===== src/sv/ttb_pkg.sv =====
// Shared constants, types and controller/datapath bundles for the triangle
// tangent basis unit. No dependencies.
package ttb_pkg;

	localparam int INDEX_BITS_DEF = 24;
	localparam int FRAC_BITS_DEF  = 16;

	localparam int COORD_W   = 32;          // Q16.16 coordinate
	localparam int DIFF_W    = COORD_W + 1; // edge or texture delta
	localparam int PROD_W    = 2 * COORD_W; // product magnitude
	localparam int MAG_W     = PROD_W + 1;  // magnitude of a difference of products
	localparam int ACC_W     = MAG_W + 1;   // signed difference of products
	localparam int MUL_STEPS = 14;          // 2 for det, 2 for each of 6 numerators
	localparam int STEP_W    = $clog2(MUL_STEPS);
	localparam int DIV_STEPS = COORD_W;     // quotient bits per divide
	localparam int DIV_CNT_W = $clog2(DIV_STEPS);
	localparam int LANES     = 6;           // tangent and binormal, x y z
	localparam int ACC_N     = LANES + 1;   // determinant plus numerators

	typedef logic signed [COORD_W-1:0] coord_t;
	typedef logic signed [DIFF_W-1:0]  diff_t;
	typedef logic signed [ACC_W-1:0]   acc_t;

	typedef struct packed {
		logic              in_ready;
		logic              load_first;
		logic              load_second;
		logic              load_third;
		logic              diff_en;
		logic              mul_en;
		logic [STEP_W-1:0] mul_sel;
		logic              prep_en;
		logic              div_en;
		logic              out_load;
	} cmd_t;

	typedef struct packed {
		logic in_valid;
		logic det_zero;
		logic out_full;
	} stat_t;

endpackage


===== src/sv/ttb_ctrl.sv =====
// Sequencer of the triangle tangent basis unit: corner count, multiply and
// divide step counters. Depends on ttb_pkg.
module ttb_ctrl (
	input  logic           clk,
	input  logic           arst_n,
	input  ttb_pkg::stat_t stat,
	output ttb_pkg::cmd_t  cmd
);
	import ttb_pkg::*;

	localparam logic [2:0] S_IDLE  = 3'd0;
	localparam logic [2:0] S_DIFF  = 3'd1;
	localparam logic [2:0] S_MUL   = 3'd2;
	localparam logic [2:0] S_DRAIN = 3'd3;
	localparam logic [2:0] S_PREP  = 3'd4;
	localparam logic [2:0] S_DIV   = 3'd5;
	localparam logic [2:0] S_FIN   = 3'd6;

	logic [2:0]           state_q;
	logic [1:0]           count_q;
	logic [STEP_W-1:0]    step_q;
	logic [DIV_CNT_W-1:0] div_cnt_q;
	logic                 take;

	always_comb begin
		cmd             = '0;
		cmd.in_ready    = (state_q == S_IDLE);
		take            = cmd.in_ready && stat.in_valid;
		cmd.load_first  = take && (count_q != 2'd1) && (count_q != 2'd2);
		cmd.load_second = take && (count_q == 2'd1);
		cmd.load_third  = take && (count_q == 2'd2);
		cmd.diff_en     = (state_q == S_DIFF);
		cmd.mul_en      = (state_q == S_MUL);
		cmd.mul_sel     = step_q;
		cmd.prep_en     = (state_q == S_PREP);
		cmd.div_en      = (state_q == S_DIV);
		cmd.out_load    = (state_q == S_FIN) && !stat.out_full;
	end

	always_ff @(posedge clk or negedge arst_n) begin
		if (!arst_n) begin
			state_q   <= S_IDLE;
			count_q   <= 2'd0;
			step_q    <= '0;
			div_cnt_q <= '0;
		end else begin
			if (cmd.load_first)  count_q <= 2'd1;
			if (cmd.load_second) count_q <= 2'd2;
			if (cmd.load_third)  count_q <= 2'd0;
			unique case (state_q)
				S_IDLE: begin
					if (cmd.load_third) state_q <= S_DIFF;
				end
				S_DIFF: begin
					step_q  <= '0;
					state_q <= S_MUL;
				end
				S_MUL: begin
					step_q <= step_q + STEP_W'(1);
					if (step_q == STEP_W'(MUL_STEPS - 1)) state_q <= S_DRAIN;
				end
				S_DRAIN: state_q <= S_PREP;
				S_PREP: begin
					div_cnt_q <= '0;
					state_q   <= stat.det_zero ? S_FIN : S_DIV;
				end
				S_DIV: begin
					div_cnt_q <= div_cnt_q + DIV_CNT_W'(1);
					if (div_cnt_q == DIV_CNT_W'(DIV_STEPS - 1)) state_q <= S_FIN;
				end
				S_FIN: begin
					if (!stat.out_full) state_q <= S_IDLE;
				end
				default: state_q <= S_IDLE;
			endcase
		end
	end
endmodule


===== config.mk =====
export PLATFORM = sky130hd
export DESIGN_NAME = ttb_ctrl
export DESIGN_NICKNAME = d
export VERILOG_FILES = /design/src/sv/ttb_pkg.sv /design/src/sv/ttb_ctrl.sv
export SDC_FILE = /design/constraint.sdc
export NUM_CORES = 1
export LEC_CHECK = 0
export ABC_AREA = 1
export BUFFER_PORTS_ARGS = -buffer_cell sky130_fd_sc_hd__buf_2
export CAP_MARGIN = 20
export CORE_MARGIN = 2
export CORE_UTILIZATION = 40
export CTS_CLUSTER_DIAMETER = 200
export CTS_CLUSTER_SIZE = 8
export DETAILED_ROUTE_END_ITERATION = 12
export GPL_TIMING_DRIVEN = 0
export SYNTH_ARGS = -nofsm -noshare
export SYNTH_HDL_FRONTEND = slang
export SYNTH_SLANG_ARGS = --single-unit

===== constraint.sdc =====
create_clock -name clk -period 1.8 [get_ports clk]
set_input_delay 0.36 -clock clk [delete_from_list [all_inputs] [get_ports clk]]
set_output_delay 0.36 -clock clk [all_outputs]
set_load 0.02 [all_outputs]

# Yosys cells after proc, flatten, opt, wreduce, memory -nomap -nowiden
# Cells that the tools add are included.
totals:
  wordCells: 45
  in_bits: 5
  reg_bits: 14
  output_inout_bits: 13
classes:
  reduce_logical: 12
  eq_ne: 16
  mux: 11
  addsub: 2
op_table:
  columns: ["cell", "n"]
  rows:
  - ["$pmux 3 s7", 1]
  - ["$mux 3", 4]
  - ["$pmux 5 s2", 1]
  - ["$eq 3x3->1 const B", 3]
  - ["$mux 2", 4]
  - ["$pmux 4 s2", 1]
  - ["$eq 3x2->1 const B", 2]
  - ["$logic_and 1x1->1", 6]
  - ["$ne 2x1->1 const B", 3]
  - ["$ne 2x2->1 const B", 3]
  - ["$add 5x1->5 const B", 1]
  - ["$eq 5x5->1 const B", 1]
  - ["$add 4x1->4 const B", 1]
  - ["$eq 4x4->1 const B", 1]
  - ["$reduce_and 4->1", 1]
  - ["$reduce_bool 2->1", 2]
  - ["$eq 3x1->1 const B", 1]
  - ["$logic_not 3->1", 1]
  - ["$reduce_bool 3->1", 1]
  - ["$eq 2x1->1 const B", 1]
  - ["$eq 2x2->1 const B", 1]
  - ["$logic_not 1->1", 1]

# Depth between registers and ports, before layout
# Gate-level depths: netlist of run 1.
logic_depth:
  word_depth: 7
  ltp_mapped: 9
  depth_no_buf: 9

# Worst setup path after synthesis of run 1
# No wires, ideal clock.
synth_path:
  kind: "register -> output"
  from: "reg state_q[1]"
  to: "out cmd[11] (netlist bit)"
  stages_incl_launch_ff: 6
  path_buffers: 0
  setup_slack_ns: 0.228
  required_time_ns: 1.440
  arrival_time_ns: 1.212
  cell_sequence: "dfrtp_1 -> nor2_2 -> nand2_4 -> nor2_4 -> o21ai_1 -> nor2_1"
synth_lines:
  columns: ["item", "line", "rtl"]
  rows:
  - ["start, declared", "ttb_ctrl.sv:19", "logic [2:0] state_q;"]
  - ["start signal, assigned", "ttb_ctrl.sv:65", "state_q <= stat.det_zero ? S_FIN : S_DIV;"]
  - ["end, declared", "ttb_ctrl.sv:7", "output ttb_pkg::cmd_t cmd"]

==> results of run 1 <==
[path summary, 6_finish.rpt]
kind                               from           end  cells after the start
max                          state_q[0]       cmd[11]                      6
min                        div_cnt_q[3]  div_cnt_q[3]                      1
max reg2reg                div_cnt_q[0]    state_q[1]                      9
min reg2reg                div_cnt_q[3]  div_cnt_q[3]                      1
max in group asynchronous        arst_n    state_q[2]                      2
min in group asynchronous        arst_n     step_q[3]                      2
[cell usage after synthesis]
cell / n / area, um2
inv_1: 16 / 60.06
dfrtp_1: 14 / 350.3
nand2_1: 13 / 48.80
nor2_1: 10 / 37.54
nand3_1: 8 / 40.04
inv_2: 7 / 26.28
nor2_4: 5 / 56.30
a21oi_1: 4 / 20.02
ha_1: 4 / 50.05
nor2_2: 4 / 25.02
o21ai_0: 4 / 20.02
o21ai_1: 4 / 20.02
a21oi_2: 2 / 17.52
a22o_1: 2 / 17.52
o22ai_1: 2 / 12.51
o31ai_1: 2 / 15.01
nand2_2: 1 / 6.260
nand2_4: 1 / 11.26
nand3_4: 1 / 17.52
nor3_1: 1 / 5.000
o211ai_1: 1 / 7.510
[cells by family (layout without fill, tap and decap cells)]
group           after synthesis  count (layout)
flops                        14              14
buf+inv                      23              50
simple gates                 44              44
fa+ha+maj                     4               4
compound gates               21              21
[sequential cells by signal, indices dropped and copies added (netlist names)]
| register | flops |
|---|---|
| div_cnt_q | 5 |
| count_q | 2 |
| state_q | 3 |
| step_q | 4 |
[routing by layer]
layer | global-route usage, % | part of all wire (%) | vias up
met1 | 19.43 | 48 | 325
met5 | 0 | 0 | -
met4 | 6.757 | 1.4 | 0
met3 | 1.786 | 3.6 | 2
li1 | - | - | 396
met2 | 23.46 | 46 | 14
[power groups by stage]
stage | combinational (mW) | sequential, mW | clock (mW)
global route | 1.13 | 0.546 | 0.194
detailed placement | 0.843 | 0.565 | 0
finish | 1.01 | 0.532 | 0.168
global placement | 0.821 | 0.558 | 0
CTS | 0.952 | 0.537 | 0.178
floorplan | 0.618 | 0.574 | 0
[timing repair]
item | CTS | global route
endpoints found under the hold margin | 14 | 0
setup endpoints to repair | 3 | 3
resized for setup | 4 | 4
hold buffers | 1 | 0
pin swaps | 0 | 2
setup buffers | 4 | 2
[metrics by stage]
stage	TNS, ps	instances
2_1_floorplan	0	106
3_3_place_gp	0	150
3_5_place_dp	0	150
4_1_cts	0	158
5_1_grt	-82.73	160
6_report	0	160
[final cells by class]
cell class                      instances  share of cell area, %
Multi-Input combinational cell         69                  41.13
Inverter                               23                  7.949
Sequential cell                        14                  32.60
Tap cell                               27                  3.111
Clock buffer                            3                  2.074
Timing Repair Buffer                   24                  13.13
==> impl_metrics.py, run 1 <==
metrics = {
    "timing": {
        "fin_skew_ps": 0.6926,
        "rsz0062_at_grt": "yes",
        "relSlewSlack_pct": 78.48,
        "tightest_slew_ps": 322.8,
        "fin_crit_ps": 1732,
        "finalHoldViolCount": 0,
        "drv_slew": 0,
        "finalWorstSetupSlack_ps": 67.89,
        "max_freq_mhz": 577.3,
        "final.period_utilization_pct": 96.23,
        "setup_violations": 0,
        "fin_hold_ws_ps": 472.5,
    },
    "synth": {
        "syn_area_um2": 864.6,
        "synthCells": 106,
        "yosysSeqAreaShare_pct": 40.52,
        "synth_compound_area_share_pct": 15.05,
        "synthDistinctLibCells": 21,
        "ys_warn_count": 0,
        "synth_fa_ha_area_share_pct": 5.789,
        "ys_ff_latch": 14,
        "synth_xor_area_share_pct": 0,
        "synth_top_family_by_area": "simple AND/OR/NAND/NOR gates",
        "synth-simple-area-share_pct": 28.65,
        "syn_area_per_cell_um2": 8.156,
        "muxShareOfSynthArea_pct": 0,
        "syn_nets": 115,
    },
    "clocking": {
        "clk_pin_slew_worst_paths_ps": 80,
        "clock_path_buffers": 2,
        "cts_buffers": 3,
        "cts.sinks": 14,
        "clk_latency_ps": 270,
        "htreeDepth": 1,
        "root_buffer": "clkbuf_4",
        "cts_tree": "yes",
    },
    "floorplan": {
        "core_um2": 2002,
        "die_h_um": 50.49,
        "die_area_um2": 2549,
        "num_rows": 16,
        "ios": 18,
        "initial_utilization_pct": 43.19,
        "die_x_um": 50.49,
    },
    "status": {
        "status": "completed",
    },
    "worst_hold_path": {
        "hold_path_class": "reg -> reg",
    },
    "critical_path": {
        "crit_path_max_fanout": 4,
        "arrival_ps": 1370,
        "regToRegSetupSlack_ps": 390,
        "start_kind": "flop",
        "slowest_delay_ps": 430,
        "worstPathRequired_ps": 1440,
        "timing_worst_setup_path_type": "reg -> out",
        "worstPathCellList": "nor2_4, nand2_4, nor2_4, o21ai_2, nor2_1, buf_4",
        "path_buf_inv": 1,
        "cpMostUsedCell": "nor2_4",
        "cp_top_family": "simple AND/OR/NAND/NOR gates",
        "slowest_stage": "dfrtp_2",
        "cp-end-kind": "output port",
    },
    "route": {
        "drc": 0,
        "totalWireLength_mm": 1.650,
        "post_drt_wl_per_cell_um": 10.31,
        "routed-via-count": 737,
        "first_pass_iters": 4,
        "drt-vias-per-instance": 4.606,
        "ant_nets": 0,
        "drt_first_iter_violations": 5,
    },
    "final_layout": {
        "regArea_um2": 354.1,
        "layout_common_cells": "16 x inv_1, 16 x buf_2, 13 x nand2_1",
        "diodes": 0,
        "fin_area_um2": 1086,
        "drive_gt1_share_pct": 39.10,
        "nFillCells": 196,
        "synthToLayoutAreaGrowth_pct": 25.61,
        "multi_input_area_um2": 446.7,
        "nets": 144,
        "final_core_util_pct": 54.25,
    },
    "grt": {
        "grt_max_degree": 15,
        "grtUsageTotal_pct": 14.56,
        "grt_pass1_wl_mm": 2.835,
        "grt_pass1_vias": 681,
        "antenna_found_initial": 0,
        "grt_overflow": 0,
    },
    "pwr": {
        "power.switching_fraction_pct": 47.71,
        "leakage_nw": 0.5875,
        "p_comb_share_pct": 59.0,
        "intPower_uw": 892.6,
        "p_seq_share_pct": 31.1,
        "clkPwrFrac_pct": 9.9,
        "total_power_mw": 1.707,
        "switching_power_uw": 814.5,
        "power_density_nw_per_um2": 1572,
        "max-vdd-ir-drop_uv": 864.7,
    },
    "placement": {
        "place_hpwl_mm": 1.248,
        "io_buffers": 17,
        "place_congestion": 0.7577,
        "pre_cts_ws_ps": 187.1,
        "dpl_cell_area_um2": 983.4,
    },
    "run": {
        "cap_violations": 0,
    },
}
(Power assumes the default switching activity.)
==> run 2: changes to the inputs <==
==> constraint.sdc (replaced) <==
create_clock -name clk -period 2.25 [get_ports clk]
set_input_delay 0.45 -clock clk [delete_from_list [all_inputs] [get_ports clk]]
set_output_delay 0.45 -clock clk [all_outputs]
set_load 0.02 [all_outputs]
==> impl_metrics.py, run 2 (synthesis results as in run 1) <==
metrics = {
    "critical_path": {
        "worstPathRequired_ps": 1800,
        "start_kind": "flop",
        "slowest_delay_ps": 490,
        "crit_path_max_fanout": 7,
        "worstPathCellList": "nor2_2, nand2_4, nor2_4, o21ai_1, nor2_1, buf_2",
        "worstRegToRegCells": 9,
        "arrival_ps": 1550,
        "timing_worst_setup_path_type": "reg -> out",
        "cp-end-kind": "output port",
        "slowest_stage": "dfrtp_1",
    },
    "clocking": {
        "ctsHoldBuffers": 0,
        "cts.sinks": 14,
        "root_buffer": "clkbuf_4",
        "cts_tree": "yes",
        "clk_latency_ps": 260,
        "ctsResizeCount": 0,
        "clock_path_buffers": 2,
        "clk_pin_slew_worst_paths_ps": 80,
        "cts_buffers": 3,
        "htreeDepth": 1,
        "post_cts_buffers": 0,
    },
    "route": {
        "routed-via-count": 714,
        "drt_first_iter_violations": 5,
        "drt-vias-per-instance": 4.667,
        "ant_nets": 0,
        "totalWireLength_mm": 1.560,
        "post_drt_wl_per_cell_um": 10.20,
        "drc": 0,
        "first_pass_iters": 4,
    },
    "worst_hold_path": {
        "hold_path_class": "in -> async",
    },
    "final_layout": {
        "final_common_cell": "buf_2",
        "regArea_um2": 350.3,
        "layout_common_cells": "17 x buf_2, 16 x inv_1, 14 x dfrtp_1",
        "drive_gt1_share_pct": 32.54,
        "top_register": "div_cnt_q",
        "nets": 137,
        "nFillCells": 199,
        "diodes": 0,
        "largest_reg_flops": 5,
        "reg_top3": "div_cnt_q: 5 flops, step_q: 4 flops, state_q: 3 flops",
        "multi_input_area_um2": 427.9,
        "synthToLayoutAreaGrowth_pct": 16.35,
        "final_core_util_pct": 50.25,
    },
    "pwr": {
        "p_seq_share_pct": 35.8,
        "max-vdd-ir-drop_uv": 666.4,
        "intPower_uw": 631.3,
        "total_power_mw": 1.242,
        "p_comb_share_pct": 53.4,
        "switching_power_uw": 611.0,
        "leakage_nw": 0.5502,
        "clkPwrFrac_pct": 10.8,
        "power.switching_fraction_pct": 49.18,
        "power_density_nw_per_um2": 1235,
    },
    "timing": {
        "max_freq_mhz": 500.7,
        "finalWorstSetupSlack_ps": 252.8,
        "setup_tns_ps": 0,
        "rsz0062_at_grt": "no",
        "fin_crit_ps": 1997,
        "fin_hold_ws_ps": 67.49,
        "finalHoldViolCount": 0,
        "tightest_slew_ps": 323.3,
        "relSlewSlack_pct": 78.45,
        "final.period_utilization_pct": 88.77,
        "setup_violations": 0,
        "fin_skew_ps": 0.3958,
        "drv_slew": 0,
    },
    "grt": {
        "grt_max_degree": 15,
        "grt_overflow": 0,
        "grtUsageTotal_pct": 14.31,
        "antenna_found_initial": 0,
        "grt_pass1_vias": 661,
        "grt_pass1_wl_mm": 2.780,
    },
    "floorplan": {
        "core_um2": 2002,
        "initial_utilization_pct": 43.19,
        "die_x_um": 50.49,
        "ios": 18,
        "num_rows": 16,
        "die_h_um": 50.49,
        "die_area_um2": 2549,
    },
    "status": {
        "status": "completed",
    },
    "placement": {
        "pre_cts_ws_ps": 547.1,
        "io_buffers": 17,
        "place_congestion": 0.7577,
        "place_hpwl_mm": 1.248,
    },
    "run": {
        "cap_violations": 0,
    },
}
## run 2: metrics by stage
step,cell area [um2],std cells
2_1_floorplan,864.6,106
3_3_place_gp,983.4,150
3_5_place_dp,983.4,150
4_1_cts,1006,153
5_1_grt,1006,153
6_report,1006,153
## run 2: layer usage
metal / wire (um) / track usage (%)
met5: 0 / 0
met4: 23 / 6.757
met3: 56 / 1.786
met2: 721 / 23.03
met1: 758 / 19.06
## run 2: final cells by class
type,instances,share of cell area [%]
multi-input cells,69,42.54
flip-flops and latches,14,34.83
clock buffers,3,2.239
inverters,23,8.582
repair buffers,17,8.458
well taps,27,3.358
## run 2: path summary, 6_finish.rpt
kind,from,endpoint,slack (ps)
max,state_q[0],cmd[11],250
min,arst_n,step_q[3],70
max reg2reg,div_cnt_q[0],state_q[1],840
min reg2reg,div_cnt_q[3],div_cnt_q[3],470
max in group asynchronous,arst_n,state_q[2],1940
min in group clk,div_cnt_q[3],div_cnt_q[3],470
## run 2: power by group through the flow
stage / Combinational (mW) / Sequential [mW] / Clock, mW
after detailed placement: 0.674 / 0.452 / 0
after CTS: 0.675 / 0.447 / 0.142
after global routing: 0.751 / 0.460 / 0.155
after global placement: 0.657 / 0.446 / 0
final: 0.663 / 0.445 / 0.134
after floorplan: 0.494 / 0.459 / 0
## run 2: critical path: cells and delay by family (launching register included)
| kind | cells | cell delay, ps |
|---|---|---|
| AO/OA/AOI/OAI | 1 | 100 |
| buffers and inverters | 1 | 160 |
| flip-flops | 1 | 490 |
| AND/OR/NAND/NOR | 4 | 530 |
==> run 3: changes to the inputs <==
--- a/config.mk
+++ b/config.mk
@@ -9,10 +9,11 @@
 export BUFFER_PORTS_ARGS = -buffer_cell sky130_fd_sc_hd__buf_2
 export CAP_MARGIN = 20
 export CORE_MARGIN = 2
-export CORE_UTILIZATION = 40
+export CORE_UTILIZATION = 39
 export CTS_CLUSTER_DIAMETER = 200
 export CTS_CLUSTER_SIZE = 8
 export DETAILED_ROUTE_END_ITERATION = 12
+export GPL_ROUTABILITY_DRIVEN = 0
 export GPL_TIMING_DRIVEN = 0
 export SYNTH_ARGS = -nofsm -noshare
 export SYNTH_HDL_FRONTEND = slang
==> impl_metrics.py, run 3 (synthesis results as in run 1) <==
metrics = {
    "floorplan": {
        "num_rows": 17,
        "ios": 18,
        "initial_utilization_pct": 40.24,
        "die_h_um": 51.09,
        "die_area_um2": 2610,
        "core_um2": 2148,
        "die_x_um": 51.09,
    },
    "clocking": {
        "cts.sinks": 14,
        "root_buffer": "clkbuf_4",
        "htreeDepth": 1,
        "cts_tree": "yes",
        "clk_latency_ps": 270,
        "clock_path_buffers": 2,
        "cts_buffers": 3,
        "ctsHoldBuffers": 0,
        "clk_pin_slew_worst_paths_ps": 80,
        "ctsResizeCount": 0,
        "post_cts_buffers": 0,
    },
    "timing": {
        "max_freq_mhz": 497.7,
        "setup_violations": 0,
        "finalHoldViolCount": 0,
        "drv_slew": 0,
        "setup_tns_ps": 0,
        "rsz0062_at_grt": "no",
        "tightest_slew_ps": 328.0,
        "fin_crit_ps": 2009,
        "fin_skew_ps": 3.010,
        "relSlewSlack_pct": 78.14,
        "final.period_utilization_pct": 89.31,
        "finalWorstSetupSlack_ps": 240.6,
    },
    "critical_path": {
        "start_kind": "flop",
        "worstPathRequired_ps": 1800,
        "arrival_ps": 1560,
        "timing_worst_setup_path_type": "reg -> out",
        "cp-end-kind": "output port",
        "crit_path_max_fanout": 6,
    },
    "route": {
        "ant_nets": 0,
        "totalWireLength_mm": 1.599,
        "drt-vias-per-instance": 4.675,
        "drt_first_iter_violations": 7,
        "routed-via-count": 720,
        "drc": 0,
        "post_drt_wl_per_cell_um": 10.38,
        "first_pass_iters": 4,
    },
    "pwr": {
        "max-vdd-ir-drop_uv": 745.4,
        "intPower_uw": 630.5,
        "clkPwrFrac_pct": 10.9,
        "switching_power_uw": 624.2,
        "p_comb_share_pct": 53.5,
        "leakage_nw": 0.5502,
        "p_seq_share_pct": 35.6,
        "total_power_mw": 1.255,
        "power.switching_fraction_pct": 49.75,
        "power_density_nw_per_um2": 1246,
    },
    "final_layout": {
        "synthToLayoutAreaGrowth_pct": 16.50,
        "largest_reg_flops": 5,
        "reg_top3": "div_cnt_q: 5 flops, step_q: 4 flops, state_q: 3 flops",
        "top_register": "div_cnt_q",
        "final_common_cell": "buf_2",
        "drive_gt1_share_pct": 32.54,
        "diodes": 0,
        "layout_common_cells": "17 x buf_2, 16 x inv_1, 14 x dfrtp_1",
        "nets": 137,
        "nFillCells": 226,
    },
    "grt": {
        "grt_pass1_wl_mm": 2.801,
        "grt_pass1_vias": 670,
        "grt_max_degree": 15,
        "grtUsageTotal_pct": 14.22,
        "grt_overflow": 0,
        "antenna_found_initial": 0,
    },
    "worst_hold_path": {
        "hold_path_class": "in -> async",
    },
    "run": {
        "cap_violations": 0,
    },
    "status": {
        "status": "completed",
    },
    "placement": {
        "place_hpwl_mm": 1.244,
        "io_buffers": 17,
        "pre_cts_ws_ps": 546.7,
    },
}
[run 3: path summary, 6_finish.rpt]
path,from,endpoint,slack [ps],cells past startpoint
max in group asynchronous,arst_n,count_q[0],1940,1
min reg2reg,div_cnt_q[3],div_cnt_q[3],480,1
min,arst_n,div_cnt_q[3],60,1
max reg2reg,div_cnt_q[0],state_q[1],820,9
max,state_q[1],cmd[11],240,6
min in group clk,div_cnt_q[3],div_cnt_q[3],480,1
[run 3: layout make-up]
| type | instances | area (um2) | area share, % |
|---|---|---|---|
| repair buffers | 17 | 85.08 | 8.447 |
| clock buffers | 3 | 22.52 | 2.236 |
| flip-flops and latches | 14 | 350.3 | 34.78 |
| well taps | 28 | 35.03 | 3.478 |
| multi-input cells | 69 | 427.9 | 42.48 |
| inverters | 23 | 86.33 | 8.571 |
[run 3: critical path, stage by stage, from the launching register on]
cell and delay, ps:
dfrtp_1 480, nor2_2 250, nand2_4 100, nor2_4 120, o21ai_1 90, nor2_1 80
buf_2 160
[run 3: power by group through the flow]
stage | Clock, mW | Combinational (mW) | Sequential (mW)
3_3_place_gp | 0 | 0.655 | 0.444
2_1_floorplan | 0 | 0.494 | 0.459
5_1_grt | 0.156 | 0.755 | 0.462
3_5_place_dp | 0 | 0.675 | 0.449
6_report | 0.137 | 0.671 | 0.447
4_1_cts | 0.142 | 0.677 | 0.444
[run 3: layer usage]
layer	vias to the layer above	routed length [um]	track usage (%)
met4	0	12	6.757
met3	2	57	1.754
met5	-	0	0
li1	383	-	-
met2	11	724	22.73
met1	324	804	19.07
[run 3: metrics by stage]
| stage | hold slack (ps) | utilization (%) | instance area (um2) | std cells |
|---|---|---|---|---|
| after CTS | 67.35 | 46.88 | 1007 | 154 |
| after global routing | 64.61 | 46.88 | 1007 | 154 |
| after floorplan | 154.4 | - | 864.6 | 106 |
| final | 63.56 | 46.88 | 1007 | 154 |
| after global placement | 363.5 | 45.84 | 984.7 | 151 |
| after detailed placement | 367.9 | 45.84 | 984.7 | 151 |
